$ cat src/rtl/mdc22_pkg.sv
// shared types and constants for the clause-22 management bus master
package mdc22_pkg;

  // widths of the beat fields
  localparam int unsigned FuncW     = 2;
  localparam int unsigned AddrW     = 5;
  localparam int unsigned DataW     = 16;
  localparam int unsigned PreW      = 6;
  localparam int unsigned PosW      = 7;
  localparam int unsigned InTdataW  = 32;
  localparam int unsigned OutTdataW = 24;

  // frame layout
  localparam logic [PreW-1:0] PreambleReset = 6'd40;
  localparam logic [PosW-1:0] HeaderBits    = 7'd14;
  localparam logic [PosW-1:0] ReadTail      = 7'd17;
  localparam logic [PosW-1:0] WriteTail     = 7'd18;

  // function codes carried in tuser
  typedef enum logic [FuncW-1:0] {
    FUNC_TICK  = 2'd0,
    FUNC_READ  = 2'd1,
    FUNC_WRITE = 2'd2
  } func_e;

  // one result beat
  typedef struct packed {
    logic             clock_pulse;
    logic             drive_enable;
    logic             drive_level;
    logic             busy;
    logic             done;
    logic [DataW-1:0] read_data;
  } res_t;

endpackage

$ cat src/rtl/mdc22_sequencer.sv
// bit-period sequencer: transaction state and per-period line control
module mdc22_sequencer (
  input  logic                          clk_i,
  input  logic                          rst_ni,
  input  logic                          step_i,
  input  logic [mdc22_pkg::FuncW-1:0]   func_i,
  input  logic [mdc22_pkg::AddrW-1:0]   phy_address_i,
  input  logic [mdc22_pkg::AddrW-1:0]   reg_address_i,
  input  logic [mdc22_pkg::DataW-1:0]   write_data_i,
  input  logic                          data_line_in_i,
  input  logic [mdc22_pkg::PreW-1:0]    preamble_i,
  output mdc22_pkg::res_t               res_o
);

  logic                            active_q, active_d;
  logic                            is_read_q, is_read_d;
  logic [mdc22_pkg::PosW-1:0]      pos_q, pos_d;
  logic [2*mdc22_pkg::AddrW-1:0]   addr_sh_q, addr_sh_d;
  logic [mdc22_pkg::DataW-1:0]     wr_sh_q, wr_sh_d;
  logic [mdc22_pkg::DataW-1:0]     rd_sh_q, rd_sh_d;

  logic                            start;
  logic                            cur_read;
  logic [mdc22_pkg::PosW-1:0]      cur_pos;
  logic [2*mdc22_pkg::AddrW-1:0]   cur_addr;
  logic [mdc22_pkg::DataW-1:0]     cur_wr;
  logic [mdc22_pkg::DataW-1:0]     cur_rd;
  logic [mdc22_pkg::PosW-1:0]      pre_ext;
  logic [mdc22_pkg::PosW-1:0]      hdr_end;
  logic [mdc22_pkg::PosW-1:0]      k_hdr;
  logic [mdc22_pkg::PosW-1:0]      k_tail;
  logic                            en, lvl, done;

  // a start is taken only while idle
  always_comb begin
    case (mdc22_pkg::func_e'(func_i))
      mdc22_pkg::FUNC_READ, mdc22_pkg::FUNC_WRITE: start = !active_q;
      default:                                     start = 1'b0;
    endcase
  end

  // working view of the state for this period
  assign cur_read = start ? (mdc22_pkg::func_e'(func_i) == mdc22_pkg::FUNC_READ) : is_read_q;
  assign cur_pos  = start ? '0 : pos_q;
  assign cur_addr = start ? {phy_address_i, reg_address_i} : addr_sh_q;
  assign cur_wr   = start ? write_data_i : wr_sh_q;
  assign cur_rd   = start ? '0 : rd_sh_q;

  assign pre_ext = {1'b0, preamble_i};
  assign hdr_end = pre_ext + mdc22_pkg::HeaderBits;
  assign k_hdr   = cur_pos - pre_ext;
  assign k_tail  = cur_pos - hdr_end;

  // line control and shift updates for one bit period
  always_comb begin
    en        = 1'b1;
    lvl       = 1'b0;
    done      = 1'b0;
    addr_sh_d = cur_addr;
    wr_sh_d   = cur_wr;
    rd_sh_d   = cur_rd;
    if (cur_pos < pre_ext) begin
      lvl = 1'b1;
    end else if (cur_pos < hdr_end) begin
      case (k_hdr)
        7'd0:    lvl = 1'b0;
        7'd1:    lvl = 1'b1;
        7'd2:    lvl = cur_read;
        7'd3:    lvl = !cur_read;
        default: begin
          lvl       = cur_addr[2*mdc22_pkg::AddrW-1];
          addr_sh_d = {cur_addr[2*mdc22_pkg::AddrW-2:0], 1'b0};
        end
      endcase
    end else if (cur_read) begin
      en = 1'b0;
      if (k_tail >= mdc22_pkg::ReadTail) begin
        done = 1'b1;
      end else if (k_tail != '0) begin
        rd_sh_d = {cur_rd[mdc22_pkg::DataW-2:0], data_line_in_i};
      end
    end else begin
      if (k_tail >= mdc22_pkg::WriteTail) begin
        en   = 1'b0;
        done = 1'b1;
      end else if (k_tail == 7'd0) begin
        lvl = 1'b1;
      end else if (k_tail == 7'd1) begin
        lvl = 1'b0;
      end else begin
        lvl     = cur_wr[mdc22_pkg::DataW-1];
        wr_sh_d = {cur_wr[mdc22_pkg::DataW-2:0], 1'b0};
      end
    end
  end

  // next control state
  always_comb begin
    active_d  = active_q;
    is_read_d = is_read_q;
    pos_d     = pos_q;
    if (active_q || start) begin
      is_read_d = cur_read;
      active_d  = !done;
      pos_d     = done ? '0 : cur_pos + 7'd1;
    end
  end

  // result of this period
  always_comb begin
    res_o              = '0;
    if (active_q || start) begin
      res_o.clock_pulse  = 1'b1;
      res_o.drive_enable = en;
      res_o.drive_level  = en & lvl;
      res_o.busy         = !done;
      res_o.done         = done;
      res_o.read_data    = (done && cur_read) ? cur_rd : '0;
    end
  end

  // control registers
  always_ff @(posedge clk_i or negedge rst_ni) begin
    if (!rst_ni) begin
      active_q  <= 1'b0;
      is_read_q <= 1'b0;
      pos_q     <= '0;
    end else if (step_i) begin
      active_q  <= active_d;
      is_read_q <= is_read_d;
      pos_q     <= pos_d;
    end
  end

  // shift registers
  always_ff @(posedge clk_i) begin
    if (step_i && (active_q || start)) begin
      addr_sh_q <= addr_sh_d;
      wr_sh_q   <= wr_sh_d;
      rd_sh_q   <= rd_sh_d;
    end
  end

endmodule

$ cat src/rtl/mdio_clause22_master.sv
// top level of the clause-22 management bus master
//
//   channel   direction  tdata                                        tuser  tlast
//   s_axis    in         phy, reg, write data, line level             func   -
//   m_axis    out        clock, drive en, level, busy, read data      -      done
//   cfg       in         preamble length (write only)                 -      -
//
// one input beat is one MDC bit period; its result is ready the next cycle
// and a new beat is taken every cycle unless the result register is full
// and not being taken. the sequencer state advances once per accepted beat.
// reset clears the sequencer control state and the result valid flag and sets preamble to 40.
module mdio_clause22_master (
  input  logic                                clk_i,
  input  logic                                rst_ni,
  // config
  input  logic                                cfg_we_i,
  input  logic [mdc22_pkg::PreW-1:0]          cfg_wdata_i,
  // input stream
  input  logic                                s_axis_tvalid,
  output logic                                s_axis_tready,
  // [4:0] phy_address, [9:5] reg_address, [25:10] write_data, [26] data_line_in
  input  logic [mdc22_pkg::InTdataW-1:0]      s_axis_tdata,
  // [1:0] func
  input  logic [mdc22_pkg::FuncW-1:0]         s_axis_tuser,
  // result stream
  output logic                                m_axis_tvalid,
  input  logic                                m_axis_tready,
  // [0] clock_pulse, [1] drive_enable, [2] drive_level, [3] busy_res, [19:4] read_data
  output logic [mdc22_pkg::OutTdataW-1:0]     m_axis_tdata,
  // done_res
  output logic                                m_axis_tlast
);

  logic [mdc22_pkg::PreW-1:0] pre_q;
  logic                       out_valid_q;
  mdc22_pkg::res_t            res_q;
  mdc22_pkg::res_t            res;
  logic                       step;

  assign s_axis_tready = !out_valid_q || m_axis_tready;
  assign step          = s_axis_tvalid && s_axis_tready;

  // preamble length register
  always_ff @(posedge clk_i or negedge rst_ni) begin
    if (!rst_ni) begin
      pre_q <= mdc22_pkg::PreambleReset;
    end else if (cfg_we_i) begin
      pre_q <= cfg_wdata_i;
    end
  end

  mdc22_sequencer u_seq (
    .clk_i          (clk_i),
    .rst_ni         (rst_ni),
    .step_i         (step),
    .func_i         (s_axis_tuser),
    .phy_address_i  (s_axis_tdata[4:0]),
    .reg_address_i  (s_axis_tdata[9:5]),
    .write_data_i   (s_axis_tdata[25:10]),
    .data_line_in_i (s_axis_tdata[26]),
    .preamble_i     (pre_q),
    .res_o          (res)
  );

  // result valid flag
  always_ff @(posedge clk_i or negedge rst_ni) begin
    if (!rst_ni) begin
      out_valid_q <= 1'b0;
    end else if (s_axis_tready) begin
      out_valid_q <= s_axis_tvalid;
    end
  end

  // result payload
  always_ff @(posedge clk_i) begin
    if (step) begin
      res_q <= res;
    end
  end

  assign m_axis_tvalid = out_valid_q;
  assign m_axis_tdata  = {4'b0, res_q.read_data, res_q.busy, res_q.drive_level,
                          res_q.drive_enable, res_q.clock_pulse};
  assign m_axis_tlast  = res_q.done;

endmodule
$ cat config.mk
export PLATFORM = sky130hd
export DESIGN_NAME = mdio_clause22_master
export DESIGN_NICKNAME = d
export VERILOG_FILES = /design/src/rtl/mdc22_pkg.sv /design/src/rtl/mdc22_sequencer.sv /design/src/rtl/mdio_clause22_master.sv
export SDC_FILE = /design/constraint.sdc
export NUM_CORES = 1
export LEC_CHECK = 0
export CAP_MARGIN = 20
export CORE_MARGIN = 2
export CORE_UTILIZATION = 64
export DETAILED_ROUTE_END_ITERATION = 16
export DONT_BUFFER_PORTS = 1
export GPL_TIMING_DRIVEN = 0
export PLACE_DENSITY_LB_ADDON = 0.15
export SYNTH_ARGS = -nofsm -noshare
export SYNTH_HDL_FRONTEND = slang
export SYNTH_SLANG_ARGS = --single-unit
$ cat constraint.sdc
create_clock -name clk_i -period 5.7 [get_ports clk_i]
set_input_delay 1.14 -clock clk_i [delete_from_list [all_inputs] [get_ports clk_i]]
set_output_delay 1.14 -clock clk_i [all_outputs]
set_load 0.02 [all_outputs]
==> summary.md, run 1 <==
| Metric | Value |
|---|---|
| Status | finished clean |
| Util after Layout | 0.7124 |
| Most common cell after layout, fill and taps aside | edfxtp_1 |
| Tot Pwr | 3.044 mW |
| YS warnings | 0 |
| Site Rows | 31 |
| Placed cell areas | 4956 um2 |
| CTS tree | done |
| Final Hold Viols | 0 |
| Reg-to-reg endpoint | u_seq.addr_sh_q[4]$_DFFE_PP_ |
| Yosys reg bits | 79 |
| Fin cells | 514 |
| CTS resizes | 0 |
| Initial core utilization | 0.6609 |
| RSZ-0062 raised after global routing | false |
| Remaining Overflow, GRT | 0 |
| R2r startpoint | u_seq.active_q$_DFFE_PN0P_ |
| Slew headroom | 0.4448 |
| IO Pins | 72 |
| Buffers on Ports | 0 |
| DRC violations left | 0 |
| Routability Congestion | 0.9274 |
| Avg Cell Area, Syn | 12.14 um2 |
| Max Buffers Root-to-Sink | 2 |
| CP Class | input port to flip-flop |
| Post-synth EDFFs | 63 |
| Max H-tree Level | 3 |
| Most used DFF post-synth | edfxtp_1 |
| Crit end category | flip-flop |
| Leakage | 2.019 nW |
| HP Class | input port to asynchronous set/reset pin |
| Slew @ Worst Pin | 0.8319 ns |
| Initial antenna violation count | 0 |
| GRT Resource Usage Total | 0.2559 |
| Critical Path Start Type | input port |
| Commonest non-fill, non-tap cells in the layout | 63 x edfxtp_1, 45 x nand2_1, 29 x nor2_1, 24 x mux4_2, 22 x and2_1 |
| FMAX | 191.8 MHz |
| VDD IR max | 315.0 uV |
| Total wire length | 9.682 mm |
| FFs w/ async S/R, synth | 0.2025 |
| Fin Clk Skew | 0.008807 ns |
| Hold Buf Count CTS | 0 |
| Mapped Cells | 395 |
| DR vias | 3249 |
| TNS Setup | 0 ns |
| First-pass GRT wire length | 16.49 mm |
| Max_cap viols | 0 |
| Via density | 6.321 |
| Share of layout cells above drive strength 1 | 0.1952 |
| Vias in the first global route | 3216 |
| CTS Buf Count | 9 |
| Ant diodes | 0 |
| Setup violators final | 0 |
| Largest net degree at the start of global routing | 48 |
| CTS sink cnt | 79 |
| Design area | 5167 um2 |
| Max Fanout on Critical Path | 10 |
| Fin crit share | 0.9146 |
| Worst EP required | 5.80 ns |
| Total iterations of the first detailed-routing run | 5 |
| DIE HEIGHT | 90.54 um |
| Chip width | 90.54 um |
| DR WL/cell | 18.84 um |
| R2R depth | 16 |
| Final nets | 467 |
| Setup Buffers After CTS | 0 |
| Area delta synth->final | 7.805% |
| Distinct cells, synth | 70 |
| Clock root buffer | clkbuf_8 |
| Mapped cell area | 4793 um2 |
| Initial detailed-routing violation count | 262 |
| R2r setup slk | 1.20 ns |
| Total die area | 8197 um2 |
| Remaining antenna violation count after routing | 0 |
| Sequential area share after synthesis | 0.4787 |
| Placed cells | 498 |
| Clock transition at the registers of the reported paths | 0.10 ns |
| Post-DP HPWL | 6.882 mm |
| Clock Latency Late Sink | 0.36 ns |
| Core area | 7253 um2 |
| Power Density | 589.0 nW/um2 |
| Post-layout min period | 5.213 ns |
| Slew Limit Fails | 0 |
| CP arrival | 5.31 ns |
how the worst max path moves through the flow:
stage                     from                     endpoint  slack [ns]  depth (start not counted)
6_report       s_axis_tuser[1]  u_seq.wr_sh_q[14]$_DFFE_PP_        0.49                         17
3_3_place_gp   s_axis_tuser[1]   u_seq.wr_sh_q[7]$_DFFE_PP_      -0.003                         17
2_1_floorplan  s_axis_tuser[1]  u_seq.wr_sh_q[10]$_DFFE_PP_        0.65                         17
3_5_place_dp   s_axis_tuser[1]  u_seq.wr_sh_q[14]$_DFFE_PP_       -0.07                         17
5_1_grt        s_axis_tuser[1]  u_seq.wr_sh_q[14]$_DFFE_PP_         0.1                         17
4_1_cts        s_axis_tuser[1]  u_seq.wr_sh_q[14]$_DFFE_PP_        0.29                         17
registers in the layout, summed over array words and instances (netlist names):
name             cells
m_axis_tdata        20
m_axis_tlast         1
m_axis_tvalid        1
pre_q                6
u_seq.active_q       1
u_seq.addr_sh_q     10
u_seq.is_read_q      1
u_seq.pos_q          7
u_seq.rd_sh_q       16
u_seq.wr_sh_q       16
metrics by stage:
stage	worst slack (ns)	hold slack, ns
3_3_place_gp	-0.002856	0.4903
2_1_floorplan	0.6507	0.4702
5_1_grt	0.09556	0.4419
3_5_place_dp	-0.07147	0.5037
4_1_cts	0.2937	0.4567
6_report	0.4868	0.4563
synth_stat cells (3+ instances only):
cell type	count	area (um2)
o22ai_1	3	18.77
o32a_1	3	30.03
nor2b_1	5	31.28
o21ai_0	8	40.04
ha_1	11	137.6
mux4_2	24	540.5
mux2_2	5	56.30
nor2_1	29	108.9
nor4_1	3	18.77
o21ai_1	4	20.02
a22o_1	3	26.28
and3_1	3	18.77
o211ai_1	5	37.54
nand3_1	5	25.02
inv_1	13	48.80
a21oi_1	7	35.03
xor2_1	5	43.79
nand2_1	45	168.9
edfxtp_1	63	1892
buf_4	8	60.06
a22oi_1	4	30.03
buf_2	4	20.02
dfrtp_1	14	350.3
xnor2_1	7	61.31
clkbuf_1	9	33.78
a21o_1	3	22.52
mux2i_1	19	190.2
and2_1	22	137.6
nor3_1	3	15.01
nand2b_1	4	25.02
cell type report:
| class | instances | area, um2 |
|---|---|---|
| timing repair buffer | 1 | 27.53 |
| tap | 99 | 123.9 |
| fill | 506 | 2086 |
| clock buffer | 9 | 123.9 |
| clock inverter | 7 | 86.33 |
| sequential | 79 | 2295 |
| inverter | 14 | 52.55 |
| multi-input combinational | 280 | 2313 |
| buffer | 25 | 145.1 |
worst max-delay path, cell delays in order:
cell and delay, ns:
inv_1 0.02, ha_1 0.25, buf_2 0.23, or2_2 0.15, clkbuf_1 0.39, clkbuf_2 0.39, and2_1 0.23, ha_1 0.28
a21oi_1 0.44, xor2_1 0.29, nor3_1 0.10, a311oi_1 0.28, mux2i_1 0.27, and3_1 0.20, buf_4 0.17, buf_6 0.16
mux4_2 0.32
routing by layer:
metal  routed length [um]  GRT usage  part of all wire
met5                    0          0                 0
met4                   82    0.05641            0.0085
met3                  662    0.06177             0.068
met2                 4496     0.3874              0.46
met1                 4440     0.3814              0.46
power breakdown:
part	leakage, nW	switching [mW]	internal [mW]	total, mW
sequential	0.785	0.147	0.878	1.03
clock	0.105	0.241	0.213	0.455
combinational	1.13	0.860	0.704	1.56
total	2.02	1.25	1.80	3.04
kinds of logic (layout without fill, tap and decap cells):
| kind of cell | after synthesis | count (layout) | share of synthesized area |
|---|---|---|---|
| multiplexers | 48 | 48 | 0.1642 |
| XOR/XNOR | 16 | 16 | 0.03707 |
| buffers and inverters | 39 | 56 | 0.04098 |
| other | 1 | 4 | 0.0007823 |
| AND/OR/NAND/NOR | 135 | 135 | 0.1394 |
| AO/OA/AOI/OAI | 65 | 65 | 0.1060 |
| adder cells (fa/ha/maj) | 12 | 12 | 0.03289 |
| flip-flops | 79 | 79 | 0.4787 |
Note: power is estimated with default switching activity, not from simulation.
==> run 2, diff against run 1 <==
--- a/config.mk
+++ b/config.mk
@@ -10,8 +10,9 @@
 export CORE_UTILIZATION = 64
 export DETAILED_ROUTE_END_ITERATION = 16
 export DONT_BUFFER_PORTS = 1
-export GPL_TIMING_DRIVEN = 0
+export GPL_TIMING_DRIVEN = 1
 export PLACE_DENSITY_LB_ADDON = 0.15
 export SYNTH_ARGS = -nofsm -noshare
 export SYNTH_HDL_FRONTEND = slang
+export SYNTH_HIERARCHICAL = 1
 export SYNTH_SLANG_ARGS = --single-unit
==> summary.md, run 2 <==
| Metric | Value |
|---|---|
| Dpl ws | 0.6488 ns (was -0.07147 ns) |
| CP arrival | 4.80 ns (was 5.31 ns) |
| Hold Buf Count CTS | 0 (unchanged) |
| Slew headroom | 0.3870 (was 0.4448) |
| CTS resizes | 0 (unchanged) |
| RSZ-0062 raised after global routing | false (unchanged) |
| IO Pins | 72 (unchanged) |
| Post-synth top area share | 0.4017 (was 0.3947) |
| Compound-Gate Fraction of Synth Area | 0.07253 (was 0.1060) |
| Distinct cells, synth | 61 (was 70) |
| DRC violations left | 0 (unchanged) |
| Initial detailed-routing violation count | 211 (was 262) |
| Avg Cell Area, Syn | 12.90 um2 (was 12.14 um2) |
| Sequential area share after synthesis | 0.4872 (was 0.4787) |
| Initial antenna violation count | 0 (unchanged) |
| Power Density | 518.5 nW/um2 (was 589.0 nW/um2) |
| Site Rows | 31 (unchanged) |
| Post-Synth Adder-Cell Area | 0.04198 (was 0.03289) |
| Status | finished clean (unchanged) |
| Fillers | 483 (was 506) |
| Post-layout min period | 4.706 ns (was 5.213 ns) |
| Setup violators final | 0 (unchanged) |
| Design area | 4957 um2 (was 5167 um2) |
| Critical Path Sink | u_seq/addr_sh_q[4]$_DFFE_PP_ (was u_seq.wr_sh_q[14]$_DFFE_PP_) |
| Most common cell after layout, fill and taps aside | edfxtp_1 (unchanged) |
| Yosys reg bits | 79 (unchanged) |
| Critical Path Start Type | input port (unchanged) |
| TNS Setup | 0 ns (unchanged) |
| Remaining Overflow, GRT | 0 (unchanged) |
| Area delta synth->final | 5.260% (was 7.805%) |
| Total wire length | 8.648 mm (was 9.682 mm) |
| Max Buffers Root-to-Sink | 2 (unchanged) |
| Post-DP HPWL | 6.308 mm (was 6.882 mm) |
| Top post-synthesis cells by area | edfxtp_1 40%, dfrtp_1 7.4%, mux4_2 6.7%, mux4_1 5.6%, mux2i_1 4.9% (was edfxtp_1 39%, mux4_2 11%, dfrtp_1 7.3%, mux2i_1 4.0%, nand2_1 3.5%) |
| Largest net degree at the start of global routing | 28 (was 48) |
| Mux share of post-synthesis cell area | 0.1979 (was 0.1642) |
| R2r setup slk | 1.68 ns (was 1.20 ns) |
| VDD IR max | 246.8 uV (was 315.0 uV) |
| Vias in the first global route | 2839 (was 3216) |
| Final setup margin | 0.9944 ns (was 0.4868 ns) |
| GRT Resource Usage Total | 0.2228 (was 0.2559) |
| Clock root buffer | clkbuf_8 (unchanged) |
| Sequential standard cell area | 2295 um2 (unchanged) |
| Fin cells | 467 (was 514) |
| DR vias | 2891 (was 3249) |
| Critical path's largest stage delay | 0.73 ns (was 0.44 ns) |
| First-pass GRT wire length | 14.03 mm (was 16.49 mm) |
| Placed cell areas | 4753 um2 (was 4956 um2) |
| Slew @ Worst Pin | 0.9176 ns (was 0.8319 ns) |
| Max Fanout on Critical Path | 10 (unchanged) |
| Leakage | 1.909 nW (was 2.019 nW) |
| DIE HEIGHT | 89.78 um (was 90.54 um) |
| Multi-input gate area | 2230 um2 (was 2313 um2) |
| Fin Clk Skew | 0.01381 ns (was 0.008807 ns) |
| Slew Limit Fails | 0 (unchanged) |
| Share of layout cells above drive strength 1 | 0.1522 (was 0.1952) |
| R2r startpoint | u_seq/active_q$_DFFE_PN0P_ (was u_seq.active_q$_DFFE_PN0P_) |
| Max H-tree Level | 3 (unchanged) |
| Initial core utilization | 0.6563 (was 0.6609) |
| Post-Synth XOR/XNOR Area | 0.03268 (was 0.03707) |
| Clock transition at the registers of the reported paths | 0.09 ns (was 0.10 ns) |
| Worst EP required | 5.79 ns (was 5.80 ns) |
| Commonest non-fill, non-tap cells in the layout | 63 x edfxtp_1, 40 x nand2_1, 23 x mux2i_1, 21 x and2_1, 16 x inv_1 (was 63 x edfxtp_1, 45 x nand2_1, 29 x nor2_1, 24 x mux4_2, 22 x and2_1) |
| FMAX | 212.5 MHz (was 191.8 MHz) |
| DR WL/cell | 18.52 um (was 18.84 um) |
| Main combinational cell family by area after synthesis | multiplexers (unchanged) |
| Final nets | 420 (was 467) |
| Worst setup path start | s_axis_tuser[1] (unchanged) |
| CTS tree | done (unchanged) |
| Routability Congestion | 0.9129 (was 0.9274) |
| Area leader, netlist | edfxtp_1 (unchanged) |
| Placed cells | 451 (was 498) |
| YS warnings | 6 (was 0) |
| Mapped Cells | 365 (was 395) |
| CTS sink cnt | 79 (unchanged) |
| Core area | 7176 um2 (was 7253 um2) |
| R2R depth | 12 (was 16) |
| FFs w/ async S/R, synth | 0.2025 (unchanged) |
| Ant diodes | 0 (unchanged) |
| Via density | 6.191 (was 6.321) |
| Slowest cell on crit path | nor2b_1 (was a21oi_1) |
| Fin crit share | 0.8255 (was 0.9146) |
| Setup Buffers After CTS | 0 (unchanged) |
| Final Hold Viols | 0 (unchanged) |
| Buffers on Ports | 0 (unchanged) |
| Chip width | 89.78 um (was 90.54 um) |
| Clock Latency Late Sink | 0.35 ns (was 0.36 ns) |
| CP cell instances | inv_1 -> ha_1 -> or2_1 -> and2_1 -> inv_1 -> fa_1 -> nor2b_1 -> o21ai_0 -> a311oi_1 -> a211oi_1 -> o21ai_0 -> a211oi_1 -> nor2b_1 -> mux4_2 (was inv_1 -> ha_1 -> buf_2 -> or2_2 -> clkbuf_1 -> clkbuf_2 -> and2_1 -> ha_1 -> a21oi_1 -> xor2_1 -> nor3_1 -> a311oi_1 -> mux2i_1 -> and3_1 -> buf_4 -> buf_6 -> mux4_2) |
| CTS Buf Count | 9 (unchanged) |
| Total die area | 8060 um2 (was 8197 um2) |
| Total iterations of the first detailed-routing run | 5 (unchanged) |
| Most frequent cell after synthesis | edfxtp_1 (unchanged) |
| CP Class | input port to flip-flop (unchanged) |
| Max_cap viols | 0 (unchanged) |
| Crit end category | flip-flop (unchanged) |
| Post-synth EDFFs | 63 (unchanged) |
| Most used DFF post-synth | edfxtp_1 (unchanged) |
| Reg-to-reg endpoint | u_seq/addr_sh_q[4]$_DFFE_PP_ (was u_seq.addr_sh_q[4]$_DFFE_PP_) |
| Most frequent cells after synthesis | 63 x edfxtp_1, 40 x nand2_1, 23 x mux2i_1, 21 x and2_1 (was 63 x edfxtp_1, 45 x nand2_1, 29 x nor2_1, 24 x mux4_2, 22 x and2_1) |
| Largest register FFs | 20 (unchanged) |
| Remaining antenna violation count after routing | 0 (unchanged) |
| HP Class | input port to asynchronous set/reset pin (unchanged) |
| Mapped cell area | 4710 um2 (was 4793 um2) |
| Simple-Gate Fraction of Synth Area | 0.1246 (was 0.1394) |
-- run 2: changes by cell type after synthesis, sizes merged, moves of 4 or more --
cell and delta:
a22oi -4, o211ai -5, o21a +4, mux2 +4, mux2i +4, nand2 -6
a211oi +4, nor2 -14
-- run 2: how the worst min path moves through the flow --
stage,endpoint,cells after the start,startpoint
6_report,pre_q[2]$_DFFE_PN0P_,0,rst_ni
3_3_place_gp,u_seq/pos_q[4]$_DFFE_PN0P_,2,u_seq/pos_q[4]$_DFFE_PN0P_
5_1_grt,pre_q[4]$_DFFE_PN0P_,0,rst_ni
4_1_cts,pre_q[2]$_DFFE_PN0P_,0,rst_ni
2_1_floorplan,u_seq/pos_q[4]$_DFFE_PN0P_,2,u_seq/pos_q[4]$_DFFE_PN0P_
3_5_place_dp,pre_q[0]$_DFFE_PN0P_,1,pre_q[0]$_DFFE_PN0P_
-- run 2: cell families after synthesis --
family,count (synthesis)
simple gates,110
flops,79
mux,56
compound gates,50
buf+inv,38
xor+xnor,16
fa+ha+maj,15
other cells,1
-- run 2: cell type report --
| type | count | share of cell area |
|---|---|---|
| clock buffers | 9 | 0.02499 |
| well taps | 99 | 0.02499 |
| inverters | 16 | 0.01212 |
| repair buffers | 6 | 0.009086 |
| clock inverters | 7 | 0.01615 |
| flip-flops and latches | 79 | 0.4629 |
| multi-input cells | 251 | 0.4498 |
-- run 2: through the flow --
| step | hold WS, ns | util | power (mW) |
|---|---|---|---|
| after detailed placement | 0.5157 | 0.6624 | 2.136 |
| after CTS | 0.4552 | 0.6908 | 2.576 |
| after global placement | 0.4898 | 0.6624 | 2.092 |
| final | 0.4728 | 0.6908 | 2.570 |
| after global routing | 0.4499 | 0.6908 | 2.730 |
| after floorplan | 0.4687 | - | 1.918 |
-- run 2: report_power, final --
| group | switching (mW) | total [mW] | internal (mW) |
|---|---|---|---|
| Sequential | 0.118 | 0.941 | 0.824 |
| Clock | 0.223 | 0.432 | 0.209 |
| Combinational | 0.661 | 1.20 | 0.536 |
| Total | 1.00 | 2.57 | 1.57 |
-- run 2: worst max-delay path, delay by kind of cell --
family | cells | cell delay, ns
simple gates | 4 | 1.47
fa+ha+maj | 2 | 0.84
compound gates | 5 | 0.77
mux | 1 | 0.43
buf+inv | 2 | 0.14
-- run 2: routing by layer --
| metal | track usage | share of wire |
|---|---|---|
| met2 | 0.3655 | 0.49 |
| met1 | 0.2938 | 0.43 |
| met5 | 0 | 0 |
| met3 | 0.04946 | 0.060 |
| met4 | 0.08590 | 0.017 |
